==> config.mk <==
export PLATFORM = sky130hd
export DESIGN_NAME = four_axis_admittance_euler
export DESIGN_NICKNAME = d
export VERILOG_FILES = /design/src/rtl/fae_pkg.sv /design/src/rtl/fae_ctrl.sv /design/src/rtl/fae_dp.sv /design/src/rtl/four_axis_admittance_euler.sv
export SDC_FILE = /design/constraint.sdc
export NUM_CORES = 2
export LEC_CHECK = 0
export ABC_AREA = 1
export BUFFER_PORTS_ARGS = -buffer_cell sky130_fd_sc_hd__buf_4
export CORE_MARGIN = 1.5
export CORE_UTILIZATION = 65
export DETAILED_ROUTE_END_ITERATION = 10
export PLACE_DENSITY = 0.84
export SLEW_MARGIN = 20
export SYNTH_ARGS = -nofsm -noshare
export SYNTH_HDL_FRONTEND = slang
export SYNTH_SLANG_ARGS = --single-unit
==> constraint.sdc <==
create_clock -name clk -period 39.3 [get_ports clk]
set_input_delay 0 -clock clk [delete_from_list [all_inputs] [get_ports clk]]
set_output_delay 0 -clock clk [all_outputs]
set_load 0.03 [all_outputs]
==> src/rtl/fae_pkg.sv <==
package fae_pkg;

  // Number of axes that carry input and output fields
  localparam int IN_AXES = 4;
  localparam int IN_AX_W = 2;

  // Configuration register index space
  localparam int CFG_IDX_W = 3;
  localparam int CFG_DATA_W = 31;
  localparam logic [CFG_IDX_W-1:0] REG_INV_MASS_X = 3'd0;
  localparam logic [CFG_IDX_W-1:0] REG_DAMPING_X = 3'd4;

  // Reset values of the configuration registers (1.0 and 100.0 in unsigned Q15.16)
  localparam logic [CFG_DATA_W-1:0] INV_MASS_RST = 31'd65536;
  localparam logic [CFG_DATA_W-1:0] DAMPING_RST = 31'd6553600;

  // Multiplier operand selection
  localparam logic [1:0] MUL_DAMP = 2'd0;
  localparam logic [1:0] MUL_VSTEP = 2'd1;
  localparam logic [1:0] MUL_INVM = 2'd2;
  localparam logic [1:0] MUL_ASTEP = 2'd3;

  typedef struct packed {
    logic ld_in;
    logic ld_force;
    logic ld_diff;
    logic ld_np;
    logic ld_acc;
    logic ld_nv;
    logic commit;
    logic mul_en;
    logic [1:0] mul_sel;
    logic ld_out;
  } dp_cmd_t;

endpackage

==> src/rtl/fae_ctrl.sv <==
module fae_ctrl
  import fae_pkg::*;
#(
  parameter int RUN_AXES = 4,
  parameter int AX_W = 2
) (
  input  logic            clk,
  input  logic            rst,
  input  logic            in_valid,
  output logic            in_stall,
  output logic            out_valid,
  input  logic            out_stall,
  output dp_cmd_t         cmd,
  output logic [AX_W-1:0] axis
);

  localparam logic [1:0] ST_IDLE = 2'd0;
  localparam logic [1:0] ST_CALC = 2'd1;
  localparam logic [1:0] ST_FLUSH = 2'd2;

  localparam logic [2:0] PH_DAMP = 3'd0;
  localparam logic [2:0] PH_DIFF = 3'd1;
  localparam logic [2:0] PH_INVM = 3'd2;
  localparam logic [2:0] PH_ACC = 3'd3;
  localparam logic [2:0] PH_ASTEP = 3'd4;
  localparam logic [2:0] PH_NV = 3'd5;
  localparam logic [2:0] PH_COMMIT = 3'd6;

  localparam logic [AX_W-1:0] AXIS_LAST = AX_W'(RUN_AXES - 1);

  logic [1:0] state;
  logic [1:0] state_next;
  logic [2:0] phase;
  logic [2:0] phase_next;
  logic [AX_W-1:0] axis_next;
  logic out_valid_next;

  assign in_stall = (state != ST_IDLE);

  // Decode phase into datapath commands
  always_comb begin
    cmd = '0;
    cmd.mul_sel = MUL_DAMP;
    cmd.ld_in = in_valid && (state == ST_IDLE);
    cmd.ld_out = (state == ST_FLUSH) && (!out_valid || !out_stall);
    if (state == ST_CALC) begin
      unique case (phase)
        PH_DAMP: begin
          cmd.mul_en = 1'b1;
          cmd.mul_sel = MUL_DAMP;
          cmd.ld_force = 1'b1;
        end
        PH_DIFF: begin
          cmd.ld_diff = 1'b1;
          cmd.mul_en = 1'b1;
          cmd.mul_sel = MUL_VSTEP;
        end
        PH_INVM: begin
          cmd.ld_np = 1'b1;
          cmd.mul_en = 1'b1;
          cmd.mul_sel = MUL_INVM;
        end
        PH_ACC: cmd.ld_acc = 1'b1;
        PH_ASTEP: begin
          cmd.mul_en = 1'b1;
          cmd.mul_sel = MUL_ASTEP;
        end
        PH_NV: cmd.ld_nv = 1'b1;
        PH_COMMIT: cmd.commit = 1'b1;
        default: cmd.mul_sel = MUL_DAMP;
      endcase
    end
  end

  // Sequence phases and axes
  always_comb begin
    state_next = state;
    phase_next = phase;
    axis_next = axis;
    unique case (state)
      ST_IDLE: begin
        if (cmd.ld_in) begin
          state_next = ST_CALC;
          phase_next = PH_DAMP;
          axis_next = '0;
        end
      end
      ST_CALC: begin
        if (phase == PH_COMMIT) begin
          phase_next = PH_DAMP;
          if (axis == AXIS_LAST) begin
            state_next = ST_FLUSH;
          end else begin
            axis_next = axis + 1'b1;
          end
        end else begin
          phase_next = phase + 1'b1;
        end
      end
      ST_FLUSH: begin
        if (cmd.ld_out) begin
          state_next = ST_IDLE;
        end
      end
      default: state_next = ST_IDLE;
    endcase
  end

  // Hold the result beat until taken
  always_comb begin
    out_valid_next = out_valid;
    if (cmd.ld_out) begin
      out_valid_next = 1'b1;
    end else if (!out_stall) begin
      out_valid_next = 1'b0;
    end
  end

  always_ff @(posedge clk) begin
    if (rst) begin
      state <= ST_IDLE;
      phase <= PH_DAMP;
      axis <= '0;
      out_valid <= 1'b0;
    end else begin
      state <= state_next;
      phase <= phase_next;
      axis <= axis_next;
      out_valid <= out_valid_next;
    end
  end

endmodule

==> src/rtl/fae_dp.sv <==
module fae_dp
  import fae_pkg::*;
#(
  parameter int RUN_AXES = 4,
  parameter int AX_W = 2,
  parameter int STEP_Q16 = 655
) (
  input  logic                         clk,
  input  logic                         rst,
  input  dp_cmd_t                      cmd,
  input  logic [AX_W-1:0]              axis,
  input  logic                         cfg_we,
  input  logic [CFG_IDX_W-1:0]         cfg_index,
  input  logic [CFG_DATA_W-1:0]        cfg_data,
  input  logic [IN_AXES-1:0][31:0]     force_vec,
  input  logic [IN_AXES-1:0][31:0]     assist_vec,
  input  logic                         hold,
  output logic [IN_AXES-1:0][31:0]     pos_vec,
  output logic [IN_AXES-1:0][31:0]     vel_vec
);

  localparam logic signed [32:0] STEP_S = 33'(STEP_Q16);

  // Clamp a 33-bit sum to the signed 32-bit range
  function automatic logic [31:0] sat33(input logic signed [32:0] x);
    logic [31:0] r;
    if (x[32] != x[31]) begin
      r = x[32] ? 32'h8000_0000 : 32'h7fff_ffff;
    end else begin
      r = x[31:0];
    end
    return r;
  endfunction

  // Clamp a 48-bit shifted product to the signed 32-bit range
  function automatic logic [31:0] sat48(input logic signed [47:0] x);
    logic [31:0] r;
    if ((&x[47:31]) || !(|x[47:31])) begin
      r = x[31:0];
    end else begin
      r = x[47] ? 32'h8000_0000 : 32'h7fff_ffff;
    end
    return r;
  endfunction

  // Magnitude at full width, so the most negative value stays positive
  function automatic logic [32:0] mag33(input logic [31:0] x);
    logic [32:0] e;
    e = {x[31], x};
    return x[31] ? (33'd0 - e) : e;
  endfunction

  logic [CFG_DATA_W-1:0] inv_mass [IN_AXES];
  logic [CFG_DATA_W-1:0] damping [IN_AXES];
  logic [31:0] force_in [IN_AXES];
  logic [31:0] assist_in [IN_AXES];
  logic hold_in;
  logic [31:0] vel_st [RUN_AXES];
  logic [31:0] pos_st [RUN_AXES];

  logic [IN_AX_W-1:0] ax_in;
  logic [31:0] v_cur;
  logic [31:0] p_cur;
  logic signed [32:0] mul_a;
  logic signed [32:0] mul_b;
  logic signed [65:0] prod_full;
  logic signed [63:0] prod;
  logic signed [47:0] prod_q;
  logic [31:0] prod_sat;
  logic [31:0] f_reg;
  logic [31:0] diff;
  logic [31:0] acc;
  logic [31:0] nv;
  logic [31:0] np;
  logic blocked;

  assign ax_in = IN_AX_W'(axis);
  assign v_cur = vel_st[axis];
  assign p_cur = pos_st[axis];

  // Floor of product / 2^16, then clamp
  assign prod_q = prod[63:16];
  assign prod_sat = sat48(prod_q);

  // Select operands of the shared multiplier
  always_comb begin
    unique case (cmd.mul_sel)
      MUL_DAMP: begin
        mul_a = $signed({2'b00, damping[ax_in]});
        mul_b = $signed({v_cur[31], v_cur});
      end
      MUL_VSTEP: begin
        mul_a = STEP_S;
        mul_b = $signed({v_cur[31], v_cur});
      end
      MUL_INVM: begin
        mul_a = $signed({2'b00, inv_mass[ax_in]});
        mul_b = $signed({diff[31], diff});
      end
      MUL_ASTEP: begin
        mul_a = STEP_S;
        mul_b = $signed({acc[31], acc});
      end
      default: begin
        mul_a = '0;
        mul_b = '0;
      end
    endcase
  end

  assign prod_full = mul_a * mul_b;

  // Hold back motion that grows the position magnitude
  assign blocked = hold_in && (mag33(np) > mag33(p_cur));

  // Configuration registers
  always_ff @(posedge clk) begin
    if (rst) begin
      for (int i = 0; i < IN_AXES; i++) begin
        inv_mass[i] <= INV_MASS_RST;
        damping[i] <= DAMPING_RST;
      end
    end else if (cfg_we) begin
      if (cfg_index < REG_DAMPING_X) begin
        inv_mass[IN_AX_W'(cfg_index - REG_INV_MASS_X)] <= cfg_data;
      end else begin
        damping[IN_AX_W'(cfg_index - REG_DAMPING_X)] <= cfg_data;
      end
    end
  end

  // Velocity and position stores
  always_ff @(posedge clk) begin
    if (rst) begin
      for (int i = 0; i < RUN_AXES; i++) begin
        vel_st[i] <= '0;
        pos_st[i] <= '0;
      end
    end else if (cmd.commit) begin
      if (blocked) begin
        vel_st[axis] <= '0;
      end else begin
        vel_st[axis] <= nv;
        pos_st[axis] <= np;
      end
    end
  end

  // Input capture and working registers
  always_ff @(posedge clk) begin
    if (cmd.ld_in) begin
      for (int i = 0; i < IN_AXES; i++) begin
        force_in[i] <= force_vec[i];
        assist_in[i] <= assist_vec[i];
      end
      hold_in <= hold;
    end
    if (cmd.mul_en) begin
      prod <= prod_full[63:0];
    end
    if (cmd.ld_force) begin
      f_reg <= sat33($signed({assist_in[ax_in][31], assist_in[ax_in]})
                     + $signed({force_in[ax_in][31], force_in[ax_in]}));
    end
    if (cmd.ld_diff) begin
      diff <= sat33($signed({f_reg[31], f_reg}) - $signed({prod_sat[31], prod_sat}));
    end
    if (cmd.ld_np) begin
      np <= sat33($signed({p_cur[31], p_cur}) + $signed({prod_sat[31], prod_sat}));
    end
    if (cmd.ld_acc) begin
      acc <= prod_sat;
    end
    if (cmd.ld_nv) begin
      nv <= sat33($signed({v_cur[31], v_cur}) + $signed({prod_sat[31], prod_sat}));
    end
  end

  // Result register; absent axes read as zero
  for (genvar g = 0; g < IN_AXES; g++) begin : g_out
    if (g < RUN_AXES) begin : g_run
      always_ff @(posedge clk) begin
        if (cmd.ld_out) begin
          pos_vec[g] <= pos_st[g];
          vel_vec[g] <= vel_st[g];
        end
      end
    end else begin : g_absent
      assign pos_vec[g] = '0;
      assign vel_vec[g] = '0;
    end
  end

endmodule

==> src/rtl/four_axis_admittance_euler.sv <==
// One shared 33x33 multiplier steps through seven phases per axis, and a result
// register holds each beat; no new input beat is taken until the last result is staged.
// Reset (rst, synchronous, active high) zeroes velocities and positions, sets
// reciprocal masses to 1.0 and damping to 100.0, and empties the result stage.
// Configuration writes are taken every cycle.
module four_axis_admittance_euler
  import fae_pkg::*;
#(
  parameter int AXES = 4,
  parameter int STEP_Q16 = 655
) (
  input  logic                  clk,
  input  logic                  rst,
  input  logic                  in_valid,
  output logic                  in_stall,
  input  logic signed [31:0]    force_x,
  input  logic signed [31:0]    force_z,
  input  logic signed [31:0]    moment_theta,
  input  logic signed [31:0]    moment_psi,
  input  logic signed [31:0]    assist_x,
  input  logic signed [31:0]    assist_z,
  input  logic signed [31:0]    assist_theta,
  input  logic signed [31:0]    assist_psi,
  input  logic                  saturation_hold,
  output logic                  out_valid,
  input  logic                  out_stall,
  output logic signed [31:0]    pos_x,
  output logic signed [31:0]    pos_z,
  output logic signed [31:0]    pos_theta,
  output logic signed [31:0]    pos_psi,
  output logic signed [31:0]    vel_x,
  output logic signed [31:0]    vel_z,
  output logic signed [31:0]    vel_theta,
  output logic signed [31:0]    vel_psi,
  input  logic                  cfg_valid,
  output logic                  cfg_ready,
  input  logic [CFG_IDX_W-1:0]  cfg_index,
  input  logic [CFG_DATA_W-1:0] cfg_data
);

  localparam int RUN_AXES = (AXES < IN_AXES) ? AXES : IN_AXES;
  localparam int AX_W = (RUN_AXES > 1) ? $clog2(RUN_AXES) : 1;

  dp_cmd_t cmd;
  logic [AX_W-1:0] axis;
  logic [IN_AXES-1:0][31:0] force_vec;
  logic [IN_AXES-1:0][31:0] assist_vec;
  logic [IN_AXES-1:0][31:0] pos_vec;
  logic [IN_AXES-1:0][31:0] vel_vec;

  assign cfg_ready = 1'b1;

  // Gather input fields by axis
  assign force_vec = {moment_psi, moment_theta, force_z, force_x};
  assign assist_vec = {assist_psi, assist_theta, assist_z, assist_x};

  // Spread result fields
  assign pos_x = pos_vec[0];
  assign pos_z = pos_vec[1];
  assign pos_theta = pos_vec[2];
  assign pos_psi = pos_vec[3];
  assign vel_x = vel_vec[0];
  assign vel_z = vel_vec[1];
  assign vel_theta = vel_vec[2];
  assign vel_psi = vel_vec[3];

  fae_ctrl #(
    .RUN_AXES(RUN_AXES),
    .AX_W(AX_W)
  ) u_ctrl (
    .clk(clk),
    .rst(rst),
    .in_valid(in_valid),
    .in_stall(in_stall),
    .out_valid(out_valid),
    .out_stall(out_stall),
    .cmd(cmd),
    .axis(axis)
  );

  fae_dp #(
    .RUN_AXES(RUN_AXES),
    .AX_W(AX_W),
    .STEP_Q16(STEP_Q16)
  ) u_dp (
    .clk(clk),
    .rst(rst),
    .cmd(cmd),
    .axis(axis),
    .cfg_we(cfg_valid && cfg_ready),
    .cfg_index(cfg_index),
    .cfg_data(cfg_data),
    .force_vec(force_vec),
    .assist_vec(assist_vec),
    .hold(saturation_hold),
    .pos_vec(pos_vec),
    .vel_vec(vel_vec)
  );

`ifndef NO_ASSERTIONS
  // An accepted beat closes the input until the result is staged
  a_busy_after_accept: assert property (@(posedge clk) disable iff (rst)
    (in_valid && !in_stall) |=> in_stall)
    else $error("input open right after an accepted beat");

  // A staged result is presented on the next cycle
  a_load_shows_result: assert property (@(posedge clk) disable iff (rst)
    cmd.ld_out |=> out_valid)
    else $error("result load without valid output");

  // Capture, store update and result load never coincide
  a_cmd_exclusive: assert property (@(posedge clk) disable iff (rst)
    $onehot0({cmd.ld_in, cmd.commit, cmd.ld_out}))
    else $error("conflicting datapath commands");

  // Stores only change while an item is in work
  a_commit_busy: assert property (@(posedge clk) disable iff (rst)
    cmd.commit |-> in_stall)
    else $error("store update while idle");
`endif

endmodule
==> summary.txt, run 1 <==
Run status
  • Run status: aborted with a tool error
  • Last step reached: 5_1_grt
  • Error: [ERROR GRT-0232] Routing congestion too high. Check the congestion heatmap in the GUI.

Synth
  • Avg Synthesized Cell Area: 9.82 µm²
  • Yosys warning total: 0
  • Synth Area in Simple Gates: 14.7%
  • Synth Cell Area: 0.0903 mm²
  • Top cell type by total area after synthesis: edfxtp_1
  • Synth Area in Compound Gates: 7.81%
  • Synth Flop Type: edfxtp_1
  • Area contributors post-synth: edfxtp_1, fa_1, nor2_1, ha_1, nand2_1
  • Post-synth EDFFs: 1225
  • Yosys reg bits: 1235
  • XOR/XNOR Fraction of Synth Area: 2.06%
  • Synth top area share: 40.7%
  • Largest family of logic cells by synthesized area: adder cells
  • Synth cell types: 65
  • Mux cell area share after synthesis: 0%
  • Seq/Total Area, Yosys: 40.9%
  • Cell count after synthesis: 9200
  • Adder-cell share of the synthesized area: 26.2%
  • Async SR Flop Fraction: 0%

Floorplanning
  • Row cnt: 136
  • Initial core utilization: 65.6%
  • Die width: 376 µm
  • Die H: 376 µm
  • Num ports: 555

Placement
  • Placer Congestion: 1.01
  • DP Wirelength: 232000 µm
  • # port buffers: 553

Global route
  • GRT Util Overall: 56.8%
  • Initial antenna violation count: 36
  • Overflow after GRT: 6
  • Largest net degree at the start of global routing: 252

Clocking
  • H-tree level count: 3
  • TritonCTS buffer count: 121
  • CTS Root Cell: clkbuf_16
  • CTS Sinks: 1235
  • Post-CTS sizing: 0
  • Max clock buf depth: 3
==> cells in the mapped netlist (11+ instances only) <==
master    instances
o21ai_2          15
inv_1          1436
nor3_1           58
o31ai_1          12
a32oi_1          22
o22ai_1         119
buf_4            24
o21bai_1         25
xnor2_1          43
buf_1            14
nand3b_1         11
nand2_2          14
nand2_1        1490
nor2_1         1518
a21oi_1         385
fa_1            900
a21oi_2          20
nor4_1           20
ha_1            454
a21boi_0         13
inv_2            47
o21ai_1          31
o21ai_0         367
edfxtp_1       1225
nand3_1         166
buf_2           208
a21o_1           22
a32o_1           34
clkbuf_1        125
a31oi_1          23
xor2_1          169
nand4_1          27
a22o_1           29
==> per-layer routing <==
metal	global-route usage, %	GRT overflow
met5	11.7	0
met3	33.2	0
met2	76.4	2
met4	44.7	4
met1	64.6	0
==> cells by family after synthesis <==
| logic type | after synthesis |
|---|---|
| buf+inv | 1869 |
| compound gates | 1182 |
| xor+xnor | 212 |
| other cells | 2 |
| fa+ha+maj | 1354 |
| simple gates | 3346 |
| flops | 1235 |
==> through the flow <==
step                std cells  worst slack (ps)  cell area [µm²]
global placement        11300             28780            96100
floorplan                9201             25400            90300
detailed placement      11300             28740            96100
CTS                     12100             28720           106000
==> timing repair <==
action / CTS
endpoints found under the hold margin: 552
hold buffers: 560
endpoints found under the setup margin: 0
buffers inserted: 0
==> run 2, diff against run 1 <==
Settings changed: CORE_UTILIZATION 65 to 40, PLACE_DENSITY 0.84 to unset, PLACE_DENSITY_LB_ADDON set to 0.15.
==> run 2 against run 1 <==
- the flow now finishes without violations
- synthesized cell count stayed put
- synthesized area stayed put
==> summary.txt, run 2 <==
Run status
  • Run status: complete, no violations

Global route
  • Largest net degree at the start of global routing: 182
  • Global-route wire length before repair: 491000 µm
  • GRT Util Overall: 29.1%
  • Initial antenna violation count: 19
  • Vias in the first global route: 74.4k
  • Overflow after GRT: 0

Drt
  • Vias post-DR: 70.8k
  • Total wire length: 335000 µm
  • TritonRoute pass-1 iters: 5
  • DR iter-0 viols: 6370
  • Wire length per cell: 25.1 µm
  • Vias/cell: 5.32
  • Met2 WL post-DR: 159000 µm
  • ANT nets after route: 0
  • Met3 WL: 24000 µm
  • Remaining DRCs: 0
  • Post-Route M1 WL: 136000 µm
  • DR top layer: met5

Setup path
  • CP arrival: 12070 ps
  • Crit Path Class: reg2reg
  • CP Capture Type: flip-flop
  • Startpoint types: flip-flop
  • Critical Path Most Common Cell: fa_1
  • Slowest cell delay on critical path: 920 ps
  • Worst path slowest cell: clkinv_1
  • Crit-path max FO: 159
  • Critical path required time: 39820 ps
  • Crit path buffers/inverters: 10
  • CP top delay family: adder cells

Layout
  • Final nets: 11.9k
  • Share of layout cells above drive strength 1: 10.1%
  • Area delta synth->final: 19.4%
  • Most common cell after layout, fill and taps aside: nor2_1
  • Most frequent cells in the layout: nor2_1, nand2_1, inv_1, edfxtp_1, fa_1

STA
  • Final hold vios: 0
  • Fin crit share: 29.4%
  • Final max-slew violation count: 0
  • Fmax: 86.6 MHz
  • Final setup fails: 0
  • Min Tclk post-route: 11550 ps
  • Slew of the pin with the lowest slew margin: 1200 ps
  • Slew headroom: 20.1%
  • RSZ-0062 raised after global routing: false
  • Setup Total Neg Slack: 0 ps
  • Clock Skew: 70.7 ps

Synth
  • Top cell type by total area after synthesis: edfxtp_1
  • Yosys warning total: 0 (unchanged)
  • Seq/Total Area, Yosys: 40.9% (unchanged)
  • Synth Flop Type: edfxtp_1
  • Area contributors post-synth: edfxtp_1, fa_1, nor2_1, ha_1, nand2_1
  • Post-synth EDFFs: 1225 (unchanged)
  • Synth Cell Area: 0.0903 mm² (unchanged)
  • Most common cell in the synthesized netlist: nor2_1
  • Cell count after synthesis: 9200 (unchanged)
  • Avg Synthesized Cell Area: 9.82 µm² (unchanged)
  • Synth cell types: 65 (unchanged)
  • Async SR Flop Fraction: 0% (unchanged)
  • Synth top area share: 40.7% (unchanged)
  • Top post-synthesis cells by count: nor2_1, nand2_1, inv_1
  • Yosys reg bits: 1235 (unchanged)

Floorplanning
  • Core area: 0.225 mm²
  • Die area: 0.229 mm²
  • Num ports: 555 (unchanged)
  • Row cnt: 174 (+28%)
  • Die width: 478 µm (+27%)
  • Initial core utilization: 40.2% (-25 points)
  • Die H: 478 µm (+27%)

Clocking
  • CTS Root Cell: clkbuf_16
  • Setup bufs post-CTS: 0 (unchanged)
  • Clock-pin transition on the worst setup and hold timing paths: 60 ps
  • CTS Sinks: 1235 (unchanged)
  • Max clock buf depth: 3 (unchanged)
  • TritonCTS buffer count: 138 (+14%)
  • H-tree level count: 4 (+1)
  • Post-CTS sizing: 0 (unchanged)
  • CTS tree: built
  • Clock latency on the worst-skew pair: 830 ps

Placement
  • DP Wirelength: 246000 µm (+6.5%)
  • Placer Congestion: 1.00 (-1.5%)
  • # port buffers: 553 (unchanged)

Min path
  • Hold Path Class: in2reg

Run
  • Max-cap violation count: 0
==> run 2: cell counts after synthesis <==
No cell type changed its count.
==> run 2: per-layer routing <==
| layer | GRT usage (%) | up-vias |
|---|---|---|
| li1 | - | 31500 |
| met1 | 37.4 | 35500 |
| met2 | 48.3 | 3102 |
| met3 | 4.74 | 656 |
| met4 | 12.5 | 16 |
| met5 | 0 | - |
==> run 2: stage by stage <==
step	util (%)	cell area [µm²]	std cells	hold slack (ps)	setup slack [ps]
2_1_floorplan	-	90300	9201	98.9	25400
3_3_place_gp	43.4	97600	12500	178	28030
3_5_place_dp	43.4	97600	12500	179	27990
4_1_cts	48.0	108000	13300	44.1	27960
5_1_grt	48.0	108000	13300	129	27300
6_report	48.0	108000	13300	106	27750
==> run 2: worst register-to-register path: cells and delay by family (launching register included) <==
kind	cells	cell delay, ps
flip-flops	1	810
adder cells (fa/ha/maj)	9	3980
buffers and inverters	10	3010
AND/OR/NAND/NOR	5	1570
XOR/XNOR	1	140
AO/OA/AOI/OAI	7	1730
==> run 2: cell type report <==
type	count	area (µm²)
fillers	20800	117000
clock buffers	170	3580
well taps	2992	3740
multi-input cells	6097	46100
flip-flops and latches	1235	37000
clock inverters	83	1030
repair buffers	1240	10700
diodes	7	17.5
inverters	1488	5610
==> run 2: worst paths after layout <==
check               startpoint              end  slack [ps]  depth (start not counted)
min                        rst  u_ctrl.state[0]         110                          3
max                  flip-flop    u_dp.prod[55]       27750                         32
min reg2reg  u_dp.pos_st[3][4]       pos_psi[4]         440                          0
max reg2reg          flip-flop    u_dp.prod[55]       27750                         32
==> run 2: kinds of logic after synthesis <==
logic type / Yosys count / synth area share (%)
AND/OR/NAND/NOR: 3346 / 14.7
buffers and inverters: 1869 / 8.23
adder cells (fa/ha/maj): 1354 / 26.2
flip-flops: 1235 / 40.9
AO/OA/AOI/OAI: 1182 / 7.81
XOR/XNOR: 212 / 2.06
other: 2 / 0.00831
==> run 2: repair_timing <==
action | CTS | global route
hold endpoints to repair | 558 | 0
endpoints found under the setup margin | 0 | 0
hold buffers | 557 | 0
Power of run 2 is left out: the tool's default activity adds up to more than one toggle a clock period on the data nets, which glitch-free logic cannot reach.
